--- src/design/assert_macros.svh ---
// assertion macros used by cmwc_back
// no dependencies
`ifndef ASSERT_MACROS_SVH
`define ASSERT_MACROS_SVH

// same-cycle implication
`define ASSERT_NOW(lbl, clk, rst, ante, cons) \
  lbl: assert property (@(posedge clk) disable iff (rst) (ante) |-> (cons)) \
    else $error("assertion failed");

// next-cycle implication
`define ASSERT_NEXT(lbl, clk, rst, ante, cons) \
  lbl: assert property (@(posedge clk) disable iff (rst) (ante) |=> (cons)) \
    else $error("assertion failed");

`endif

--- src/design/cmwc_pkg.sv ---
// constants and types of the cmwc4096 generator
// no dependencies
package cmwc_pkg;

  localparam int DEFAULT_DEPTH = 4096;

  localparam int WORD_W  = 32;
  localparam int MULT_W  = 15;
  localparam int CARRY_W = 19;
  localparam int PROD_W  = WORD_W + MULT_W;
  localparam int SUM_W   = PROD_W + 1;
  localparam int HIGH_W  = SUM_W - WORD_W;

  localparam logic [WORD_W-1:0]  GOLDEN_STEP     = 32'h9e37_79b9;
  localparam logic [WORD_W-1:0]  COMPLEMENT_BASE = 32'hffff_fffe;
  localparam logic [MULT_W-1:0]  MULTIPLIER      = 15'd18782;
  localparam logic [CARRY_W-1:0] CARRY_RESET     = 19'd362436;
  localparam logic [CARRY_W-1:0] CARRY_BOUND     = 19'd65536;

  localparam logic ACT_DRAW = 1'b0;
  localparam logic ACT_SEED = 1'b1;

  typedef struct packed {
    logic              action;
    logic [WORD_W-1:0] seed_value;
  } cmd_t;

endpackage

--- src/design/cmwc_front.sv ---
// front end: two-entry request queue in front of the engine
// depends on cmwc_pkg
module cmwc_front (
  input  logic                        clk,
  input  logic                        rst,
  input  logic                        push,
  output logic                        full,
  input  logic                        action,
  input  logic [cmwc_pkg::WORD_W-1:0] seed_value,
  output logic                        cmd_valid,
  input  logic                        cmd_ready,
  output cmwc_pkg::cmd_t              cmd
);
  import cmwc_pkg::*;

  cmd_t       q [2];
  logic       wp;
  logic       rp;
  logic [1:0] count;
  logic       do_push;
  logic       do_pop;

  assign full      = (count == 2'd2);
  assign cmd_valid = (count != 2'd0);
  assign cmd       = q[rp];
  assign do_push   = push && !full;
  assign do_pop    = cmd_valid && cmd_ready;

  always_ff @(posedge clk) begin
    if (do_push) begin
      q[wp].action     <= action;
      q[wp].seed_value <= seed_value;
    end
  end

  always_ff @(posedge clk) begin
    if (rst) begin
      wp    <= 1'b0;
      rp    <= 1'b0;
      count <= 2'd0;
    end else begin
      if (do_push) wp <= ~wp;
      if (do_pop) rp <= ~rp;
      if (do_push && !do_pop) count <= count + 2'd1;
      else if (!do_push && do_pop) count <= count - 2'd1;
    end
  end

endmodule

--- config.mk ---
export PLATFORM = sky130hd
export DESIGN_NAME = cmwc_front
export DESIGN_NICKNAME = d
export VERILOG_FILES = /design/src/design/assert_macros.svh /design/src/design/cmwc_pkg.sv /design/src/design/cmwc_front.sv
export SDC_FILE = /design/constraint.sdc
export NUM_CORES = 1
export LEC_CHECK = 0
export CAP_MARGIN = 0
export CORE_ASPECT_RATIO = 1.5
export CORE_UTILIZATION = 40
export DETAILED_ROUTE_END_ITERATION = 12
export DONT_BUFFER_PORTS = 1
export SLEW_MARGIN = 20
export SYNTH_ARGS = -nofsm -noshare
export SYNTH_HDL_FRONTEND = slang
export SYNTH_SLANG_ARGS = --single-unit
--- constraint.sdc ---
create_clock -name clk -period 4.4 [get_ports clk]
set_input_delay 0.22 -clock clk [delete_from_list [all_inputs] [get_ports clk]]
set_output_delay 0.22 -clock clk [all_outputs]
set_load 0.01 [all_outputs]
==> results.txt, run 1 <==
critical path class: flip-flop to flip-flop
yosys warns: 0
DRC: 0
routed vias: 1241
r2r endpoint: q[0][32]
setup TNS: 0 ns
cts repair resizes: 0
Syn Std Cell Area: 0.002594 mm²
layout cells sized above 1: 28.25%
GRT overflow: 0
Post-Syn Nets: 166
maximum vdd drop: 0.3922 mV
worst-skew pair later-pin latency: 0.33 ns
Max-Cap Viols: 0
Leakage: 0.001100 µW
Worst Tran Pin Value: 0.5785 ns
pre-CTS WS: 2.349 ns
# diodes: 0
violation count after the first detailed-route iteration: 86
clk sinks: 71
setup violators final: 0
IO buf count: 0
antenna violations before repair: 0
# rows: 35
Hold Path Depth: 3
DPL Wire Length: 2957 µm
commonest non-fill, non-tap cells in the layout: 66 x edfxtp_1, 34 x dlygate4sd3_1, 33 x mux2_2
# fillers: 533
hold endpoint: wp
reg-to-reg startpoint: count[0]
Startpoint Class: flip-flop
Reg2Reg Setup Slack: 2.38 ns
WL/cell: 17.61 µm
Die Wd: 67.75 µm
global-route wire length before repair: 6762 µm
Worst EP arrival: 2.04 ns
RSZ-0062 raised after global routing: no
Detailed Routing Iterations Pass 1: 4
CP max-delay cell: inv_1
Worst Hold Class: input port to flip-flop
final wirelength: 4420 µm
slowest cell delay on critical path: 0.45 ns
GRT Util Overall: 14.46%
Power Total: 1802 µW
worst setup margin: 2.376 ns
Worst R2R Path Depth: 4
commonest non-fill, non-tap cell in the layout: edfxtp_1
routability cong.: 0.5868
min Tclk post-route: 2.024 ns
Clock Skew: 0.006040 ns
Syn Area/Cell: 20.26 µm²
CTS Buf Count: 9
worst hold start: push
Seq/Total Area, Yosys: 80.27%
CTS root buf: clkbuf_8
Nets: 210
Final Hold Fails: 0
status: complete, no violations
Synth Instances: 128
Worst setup EP type: flip-flop
final core utilization: 51.99%
Die Y-Extent: 100.6 µm
Pins Over Slew Limit: 0
worst rel slew slack: 61.39%
Pwr Density: 557.4 mW/mm²
Final Cell Area: 0.003233 mm²
Ports: 72
number of global-route vias before repair: 1364
H-tree depth: 3
FF+latch count, synth: 71
worst path cell trace: nor2b_2, or3_1, inv_1, buf_4
CTS tree: built
CP Data Required Time: 4.42 ns
cts-stage hold buffer count: 34
die footprint: 0.006817 mm²
Initial Util: 41.71%
Critical Path Fanout Max: 19
Cell variety after synth: 14
fin crit share: 45.99%
vias per std cell: 4.944
Core Area: 0.006218 mm²
pin count of the biggest net entering global routing: 34
Synth-to-Final Area Change: 24.65%
Clock transition at path regs: 0.07 ns
placed cell areas: 0.002689 mm²
setup bufs post-CTS: 0
CTS Buffer Depth: 2
fmax: 494.1 MHz
Detail Route Antenna Nets: 0
==> cell usage after synthesis <==
cell / count / area [µm²]
or2_2: 1 / 6.260
dfxtp_1: 5 / 100.1
nor2b_2: 1 / 8.760
a21oi_1: 2 / 10.01
buf_2: 4 / 20.02
ha_1: 1 / 12.51
nor2_1: 4 / 15.01
or3_1: 2 / 12.51
inv_1: 2 / 7.510
edfxtp_1: 66 / 1982
o21ai_0: 3 / 15.01
and2_1: 1 / 6.260
mux2_2: 33 / 371.6
xor2_1: 3 / 26.28
==> flip-flops by register name (all words and copies together), names as in the netlist, named ones only <==
name / count
rp: 1
count: 2
wp: 1
q: 66
==> cell families (layout without fill, tap and decap cells) <==
family / after synthesis / in the layout / share of synthesized area, %
flip-flops: 71 / 71 / 80.27
multiplexers: 33 / 33 / 14.33
AND/OR/NAND/NOR: 9 / 9 / 1.881
buffers and inverters: 6 / 55 / 1.061
AO/OA/AOI/OAI: 5 / 5 / 0.9646
XOR/XNOR: 3 / 3 / 1.013
adder cells (fa/ha/maj): 1 / 1 / 0.4823
==> report_power, final <==
part	switching (µW)	internal, µW	total [µW]
sequential	42.4	851	893
combinational	217	166	382
clock	212	315	527
total	471	1330	1800
==> per-layer routing <==
metal  GRT usage (%)  part of all wire, %  vias up
li1                -                    -      577
met3           5.882                  7.7       10
met1           13.73                   34      604
met2           24.68                   56       50
met4           9.329                  2.7        0
met5               0                    0        -
==> critical path, delay by kind of cell (launching register included) <==
kind                   cells  cell delay [ns]
buffers and inverters      2             0.83
DFF                        1             0.43
and+or+nand+nor            2             0.45
==> cell type report <==
type | count | area (µm²) | area share, %
clock inverters | 5 | 72.57 | 2.245
inverters | 2 | 7.507 | 0.2322
flip-flops and latches | 71 | 2082 | 64.40
well taps | 74 | 92.59 | 2.864
clock buffers | 11 | 131.4 | 4.063
multi-input cells | 51 | 484.2 | 14.98
repair buffers | 37 | 362.8 | 11.22
==> per-stage QoR <==
stage / cells / hold slack (ns)
after CTS: 251 / 0.1612
after global placement: 201 / 0.2913
final: 251 / 0.1893
after global routing: 251 / 0.1852
after floorplan: 128 / 0.2891
after detailed placement: 201 / 0.2929
==> how the worst max path moves through the flow <==
stage | startpoint | to | slack (ns) | cells after the start
finish | count[0] | q[0][32] | 2.38 | 4
global route | count[0] | q[0][32] | 2.21 | 4
CTS | flip-flop | cmd[20] | 2.33 | 2
detailed placement | count[0] | q[0][32] | 2.35 | 4
global placement | count[1] | q[0][14] | 2.45 | 4
floorplan | count[1] | q[0][0] | 2.54 | 3
Note: power is estimated with default switching activity, not from simulation.
==> inputs of run 2 (changes only) <==
--- a/config.mk
+++ b/config.mk
@@ -5,6 +5,7 @@
 export SDC_FILE = /design/constraint.sdc
 export NUM_CORES = 1
 export LEC_CHECK = 0
+export ABC_AREA = 1
 export CAP_MARGIN = 0
 export CORE_ASPECT_RATIO = 1.5
 export CORE_UTILIZATION = 40
==> constraint.sdc (replaced) <==
create_clock -name clk -period 1.8 [get_ports clk]
set_input_delay 0.09 -clock clk [delete_from_list [all_inputs] [get_ports clk]]
set_output_delay 0.09 -clock clk [all_outputs]
set_load 0.01 [all_outputs]
==> results.txt, run 2 <==
CTS tree: built
hold endpoint: count[0]
GRT Util Overall: 13.75% (-0.71 points)
Largest Register: q
Seq/Total Area, Yosys: 74.85% (-5.4 points)
Cell variety after synth: 15 (+1)
Synth area leaders: edfxtp_1 71%, mux2_4 16%, dfxtp_1 3.6%, buf_12 2.2%, mux2_2 1.2%
CTS Buffer Depth: 2 (unchanged)
routed vias: 1331 (+7.3%)
H-tree depth: 3 (unchanged)
Post-Syn Nets: 178 (+7.2%)
Nets: 227 (+8.1%)
Ports: 72 (unchanged)
Worst Hold Class: input port to flip-flop
IO buf count: 0 (unchanged)
Fin Hold WS: 0.04444 ns (-0.1448 ns)
CTS root buf: clkbuf_8
layout cells sized above 1: 30.41% (+2.2 points)
ys async rst share: 0% (unchanged)
Pins Over Slew Limit: 0 (unchanged)
# rows: 36 (+2.9%)
Commonest cells post-synth: 66 x edfxtp_1, 30 x mux2_4, 8 x inv_1, 8 x nor2_1, 7 x nand2_1
Critical Path Fanout Max: 4 (-15)
routability cong.: 0.6143 (+4.7%)
Core Area: 0.006621 mm² (+6.5%)
fin crit share: 88.49% (+42 points)
Detailed Routing Iterations Pass 1: 4 (unchanged)
fmax: 627.9 MHz (+27%)
Detail Route Antenna Nets: 0 (unchanged)
post-placement cell count: 218 (+8.5%)
die footprint: 0.007298 mm² (+7.1%)
yosys warns: 0 (unchanged)
Worst path most repeated cell: nand2_1
RSZ-0062 raised after global routing: no
CTS Buf Count: 9 (unchanged)
slowest cell delay on critical path: 0.55 ns (+0.10 ns)
reg-to-reg startpoint: count[0]
Pwr Density: 1356 mW/mm² (+140%)
CP max-delay cell: dlygate4sd3_1
antenna violations before repair: 0 (unchanged)
Bufs and invs on worst path: 2 (unchanged)
number of synthesized flops with an enable pin: 66 (unchanged)
Worst Tran Pin Value: 0.3911 ns (-0.1874 ns)
min Tclk post-route: 1.593 ns (-0.4310 ns)
commonest non-fill, non-tap cell in the layout: edfxtp_1
FF+latch count, synth: 71 (unchanged)
final wirelength: 4582 µm (+3.7%)
setup bufs post-CTS: 0 (unchanged)
pin count of the biggest net entering global routing: 22 (-35%)
Reg2Reg Setup Slack: 0.21 ns (-2.17 ns)
Worst R2R Path Depth: 6 (+2)
Synth-to-Final Area Change: 24.34%
# fillers: 545 (+2.3%)
Leakage: 0.001272 µW (+16%)
Worst setup EP type: flip-flop
Worst EP arrival: 1.82 ns (-0.22 ns)
max reg flops: 66 (unchanged)
Synth Flop Type: edfxtp_1
number of global-route vias before repair: 1500 (+10%)
clk sinks: 71 (unchanged)
Max-Cap Viols: 0 (unchanged)
top flop regs: q x66, count x2
global-route wire length before repair: 7217 µm (+6.7%)
fin cells: 270 (+7.6%)
WL/cell: 16.97 µm (-3.6%)
Syn Area/Cell: 19.87 µm² (-2.0%)
Synth Instances: 140 (+9.4%)
# diodes: 0 (unchanged)
GRT overflow: 0 (unchanged)
area leader, netlist: edfxtp_1
Synth top area share: 71.26% (-5.2 points)
Final Hold Fails: 0 (unchanged)
worst path cell trace: inv_1, nand2_1, nand3_1, nand2_1, nor2_1, dlygate4sd3_1
Startpoint Class: flip-flop
Syn Std Cell Area: 0.002781 mm² (+7.2%)
Clock Skew: 0.01082 ns (+0.004781 ns)
violation count after the first detailed-route iteration: 37 (-57%)
maximum vdd drop: 0.7955 mV (+100%)
worst rel slew slack: 73.92% (+13 points)
CP Data Required Time: 2.02 ns (-2.40 ns)
Die Wd: 70.09 µm (+3.4%)
count leader, synth: edfxtp_1
DPL Wire Length: 2978 µm (+0.70%)
Hold Path Depth: 3 (unchanged)
vias per std cell: 4.930 (-0.30%)
Clock transition at path regs: 0.08 ns (about the same)
DRC: 0 (unchanged)
Die Y-Extent: 104.1 µm (+3.5%)
worst-skew pair later-pin latency: 0.34 ns (about the same)
CP top delay family: buffers and inverters
critical path class: flip-flop to flip-flop
commonest non-fill, non-tap cells in the layout: 66 x edfxtp_1, 36 x dlygate4sd3_1, 30 x mux2_4
worst hold start: cmd_ready
setup violators final: 0 (unchanged)
status: complete, no violations
Initial Util: 42.01% (+0.30 points)
[run 2: cell types whose count changed after synthesis, moves of 4 or more]
cell     delta
buf_2       -4
inv_1       +6
mux2_2     -30
mux2_4     +30
nand2_1     +7
nor2_1      +4
[run 2: how the worst max path moves through the flow]
stage | start | to | slack (ns) | cells past startpoint
floorplan | count[1] | q[1][0] | -0.49 | 3
global placement | count[1] | count[1] | 0.38 | 9
detailed placement | count[1] | count[1] | 0.23 | 9
CTS | count[1] | count[1] | 0.22 | 9
global route | count[1] | count[1] | 0.08 | 9
finish | count[0] | flip-flop | 0.21 | 6
[run 2: metal layers]
| metal | wire (µm) | global-route usage (%) | up-vias |
|---|---|---|---|
| met5 | 0 | 0 | - |
| met4 | 120 | 8.143 | 0 |
| met3 | 243 | 5.523 | 11 |
| met2 | 2539 | 24.79 | 49 |
| met1 | 1678 | 12.57 | 650 |
| li1 | - | - | 621 |
[run 2: what timing repair did]
item / in CTS / in global routing
hold endpoints to repair: 71 / 0
hold buffers: 36 / 0
resized for setup: 0 / 0
[run 2: worst register-to-register path, cell delays in order, from the launching register on]
cell	delay, ns
dfxtp_1	0.40
inv_1	0.11
nand2_1	0.18
nand3_1	0.09
nand2_1	0.10
nor2_1	0.05
dlygate4sd3_1	0.55
[run 2: layout make-up]
cell class | count | area, µm² | area share [%]
clock buffer | 11 | 151.4 | 4.378
sequential | 71 | 2083 | 60.24
clock inverter | 5 | 80.08 | 2.315
multi-input combinational | 57 | 613.1 | 17.73
timing repair buffer | 42 | 405.4 | 11.72
tap | 76 | 95.09 | 2.750
inverter | 8 | 30.03 | 0.8683
[run 2: stage by stage]
step | utilization, % | setup TNS, ns | worst slack [ns] | instance area [µm²] | total power (µW)
finish | 52.23 | 0 | 0.2073 | 3458 | 4690
global route | 52.23 | 0 | 0.07788 | 3458 | 4898
CTS | 52.23 | 0 | 0.2181 | 3458 | 4737
detailed placement | 43.29 | 0 | 0.2345 | 2867 | 3240
global placement | 43.29 | 0 | 0.3769 | 2867 | 3187
floorplan | - | -32.65 | -0.4947 | 2781 | 3106
[run 2: cell families (layout without fill, tap and decap cells)]
family | after synthesis | in the layout | share of synthesized area (%)
compound gates | 5 | 5 | 1.035
simple gates | 18 | 18 | 2.609
mux | 33 | 33 | 17.41
fa+ha+maj | 1 | 1 | 0.4498
flops | 71 | 71 | 74.85
buf+inv | 12 | 66 | 3.644
[run 2: where the power goes]
part / switching [µW] / leakage, µW / internal, µW / total (µW)
sequential: 75.1 / 0.000657 / 2090 / 2160
clock: 573 / 0.000112 / 853 / 1430
combinational: 600 / 0.000503 / 501 / 1100
==> inputs of run 3 (changes only) <==
--- a/config.mk
+++ b/config.mk
@@ -11,7 +11,9 @@
 export CORE_UTILIZATION = 40
 export DETAILED_ROUTE_END_ITERATION = 12
 export DONT_BUFFER_PORTS = 1
+export SETUP_SLACK_MARGIN = 0.3
 export SLEW_MARGIN = 20
 export SYNTH_ARGS = -nofsm -noshare
 export SYNTH_HDL_FRONTEND = slang
 export SYNTH_SLANG_ARGS = --single-unit
+export TNS_END_PERCENT = 5
==> results.txt, run 3 (synthesis results as in run 2) <==
Worst R2R Path Depth: 9 (+3)
GR met1 Demand/Resource: 12.12% (-0.45 points)
CTS Buffer Depth: 2 (unchanged)
Hold Path Depth: 3 (unchanged)
Reg2Reg Setup Slack: 0.43 ns (+0.22 ns)
CTS Buf Count: 9 (unchanged)
GRT Util Overall: 13.07% (-0.68 points)
hold endpoint: count[0]
Worst Tran Pin Value: 0.3006 ns (-0.09052 ns)
RSZ-0062 raised after global routing: no
Final Hold Fails: 0 (unchanged)
Worst EP arrival: 1.30 ns (-0.52 ns)
# rows: 36 (unchanged)
Critical Path Fanout Max: 21 (+17)
worst-skew pair later-pin latency: 0.33 ns (about the same)
Leakage: 0.001272 µW (about the same)
CTS tree: built
layout cells sized above 1: 33.68% (+3.3 points)
commonest non-fill, non-tap cells in the layout: 66 x edfxtp_1, 35 x dlygate4sd3_1, 30 x mux2_4
violation count after the first detailed-route iteration: 42 (+14%)
routed vias: 1349 (+1.4%)
Worst setup EP type: output pin
global-route wire length before repair: 6996 µm (-3.1%)
Clock transition at path regs: 0.07 ns (about the same)
CP Data Required Time: 1.71 ns (-0.31 ns)
Pwr Density: 1372 mW/mm² (+1.1%)
Ports: 72 (unchanged)
H-tree depth: 3 (unchanged)
top flop regs: q x66, count x2
DPL Wire Length: 2875 µm (-3.5%)
Core Area: 0.006621 mm² (unchanged)
worst hold start: cmd_ready
die footprint: 0.007298 mm² (unchanged)
M2 GR Usage: 23.83% (-0.96 points)
Max-Cap Viols: 0 (unchanged)
vias per std cell: 5.015 (+1.7%)
pin count of the biggest net entering global routing: 22 (unchanged)
Bufs and invs on worst path: 1 (-1)
Pins Over Slew Limit: 0 (unchanged)
Largest Register: q
reg-to-reg startpoint: count[1]
Startpoint Class: flip-flop
min Tclk post-route: 1.392 ns (-0.2010 ns)
fin crit share: 77.32% (-11 points)
Initial Util: 42.01% (unchanged)
WL/cell: 16.82 µm (-0.88%)
antenna violations before repair: 0 (unchanged)
CP top delay family: multiplexers
final wirelength: 4525 µm (-1.2%)
Die Y-Extent: 104.1 µm (unchanged)
final core utilization: 52.66% (+0.43 points)
number of global-route vias before repair: 1442 (-3.9%)
setup violators final: 0 (unchanged)
Detailed Routing Iterations Pass 1: 4 (unchanged)
gr busiest metal: met2
Clock Skew: 0.008747 ns (-0.002074 ns)
maximum vdd drop: 0.7988 mV (+0.41%)
critical path class: flip-flop to output pin
slowest cell delay on critical path: 0.36 ns (-0.19 ns)
CTS root buf: clkbuf_8
IO buf count: 0 (unchanged)
status: complete, no violations
Worst Hold Class: input port to flip-flop
worst rel slew slack: 79.96% (+6.0 points)
DRC: 0 (unchanged)
routability cong.: 0.6727 (+9.5%)
worst path cell trace: buf_6, mux2_4
commonest non-fill, non-tap cell in the layout: edfxtp_1
Die Wd: 70.09 µm (unchanged)
# diodes: 0 (unchanged)
Detail Route Antenna Nets: 0 (unchanged)
Nets: 227 (unchanged)
# fillers: 529 (-2.9%)
GRT overflow: 0 (unchanged)
routing usage on met3: 6.105% (+0.58 points)
clk sinks: 71 (unchanged)
Synth-to-Final Area Change: 25.37%
fmax: 718.5 MHz (+14%)
CP max-delay cell: mux2_4
max reg flops: 66 (unchanged)
setup TNS: 0 ns (unchanged)
r2r endpoint: count[1]
==> run 3: cell count changes in the layout (fill, tap and decap cells not counted), sizes merged <==
cell	delta
dlygate4sd3	-1
clkinvlp	-1
clkbuf	-2
buf	+1
clkinv	+1
bufinv	+1
==> run 3: how the worst max path moves through the flow <==
stage	startpoint	to	slack, ns	depth (start not counted)
CTS	count[0]	count[1]	0.28	9
finish	flip-flop	cmd[9]	0.41	2
floorplan	count[1]	q[0][0]	0.05	3
global route	count[1]	count[1]	0.29	9
global placement	count[1]	count[1]	0.39	9
detailed placement	count[1]	count[1]	0.26	9
==> run 3: routing by layer <==
| metal | share of wire [%] | wire length, µm |
|---|---|---|
| met1 | 37 | 1657 |
| met2 | 57 | 2562 |
| met3 | 5.0 | 227 |
| met4 | 1.7 | 76 |
| met5 | 0 | 0 |
==> run 3: where the power goes <==
group	internal, µW	switching (µW)	leakage (µW)	total [µW]
Combinational	529	622	0.000501	1150
Clock	910	543	0.000113	1450
Sequential	2090	85.3	0.000658	2180
==> run 3: layout make-up <==
cell class	count	area [µm²]	area share (%)
clock inverter	6	110.1	3.158
sequential	71	2086	59.81
multi-input combinational	57	635.6	18.23
tap	76	95.09	2.727
inverter	8	30.03	0.8611
clock buffer	9	123.9	3.552
timing repair buffer	42	406.6	11.66
==> run 3: worst reg2reg max path: cells and delay by family, from the launching register on <==
kind            cells  cell delay (ns)
flops               1             0.35
simple gates        3             0.22
compound gates      1             0.25
buf+inv             4             0.25
fa+ha+maj           1             0.26
==> run 3: stage by stage <==
step	total power (µW)	hold WS (ns)	cells	area, µm²	worst slack, ns
finish	4783	0.1038	269	3487	0.4083
global route	5013	0.08085	269	3487	0.2883
CTS	4788	0.04175	268	3462	0.2831
detailed placement	3241	0.1889	218	2867	0.2592
global placement	3179	0.1890	218	2867	0.3859
floorplan	3105	0.1889	140	2786	0.04659
==> run 3: what timing repair did <==
action                                  4_1_cts  5_1_grt
pin swaps                                     0        1
gates resized for setup                       2        7
buffers inserted                              0        1
cloned                                        0        0
hold endpoints to repair                     71        0
endpoints found under the setup margin       22        2
hold buffers                                 35        0
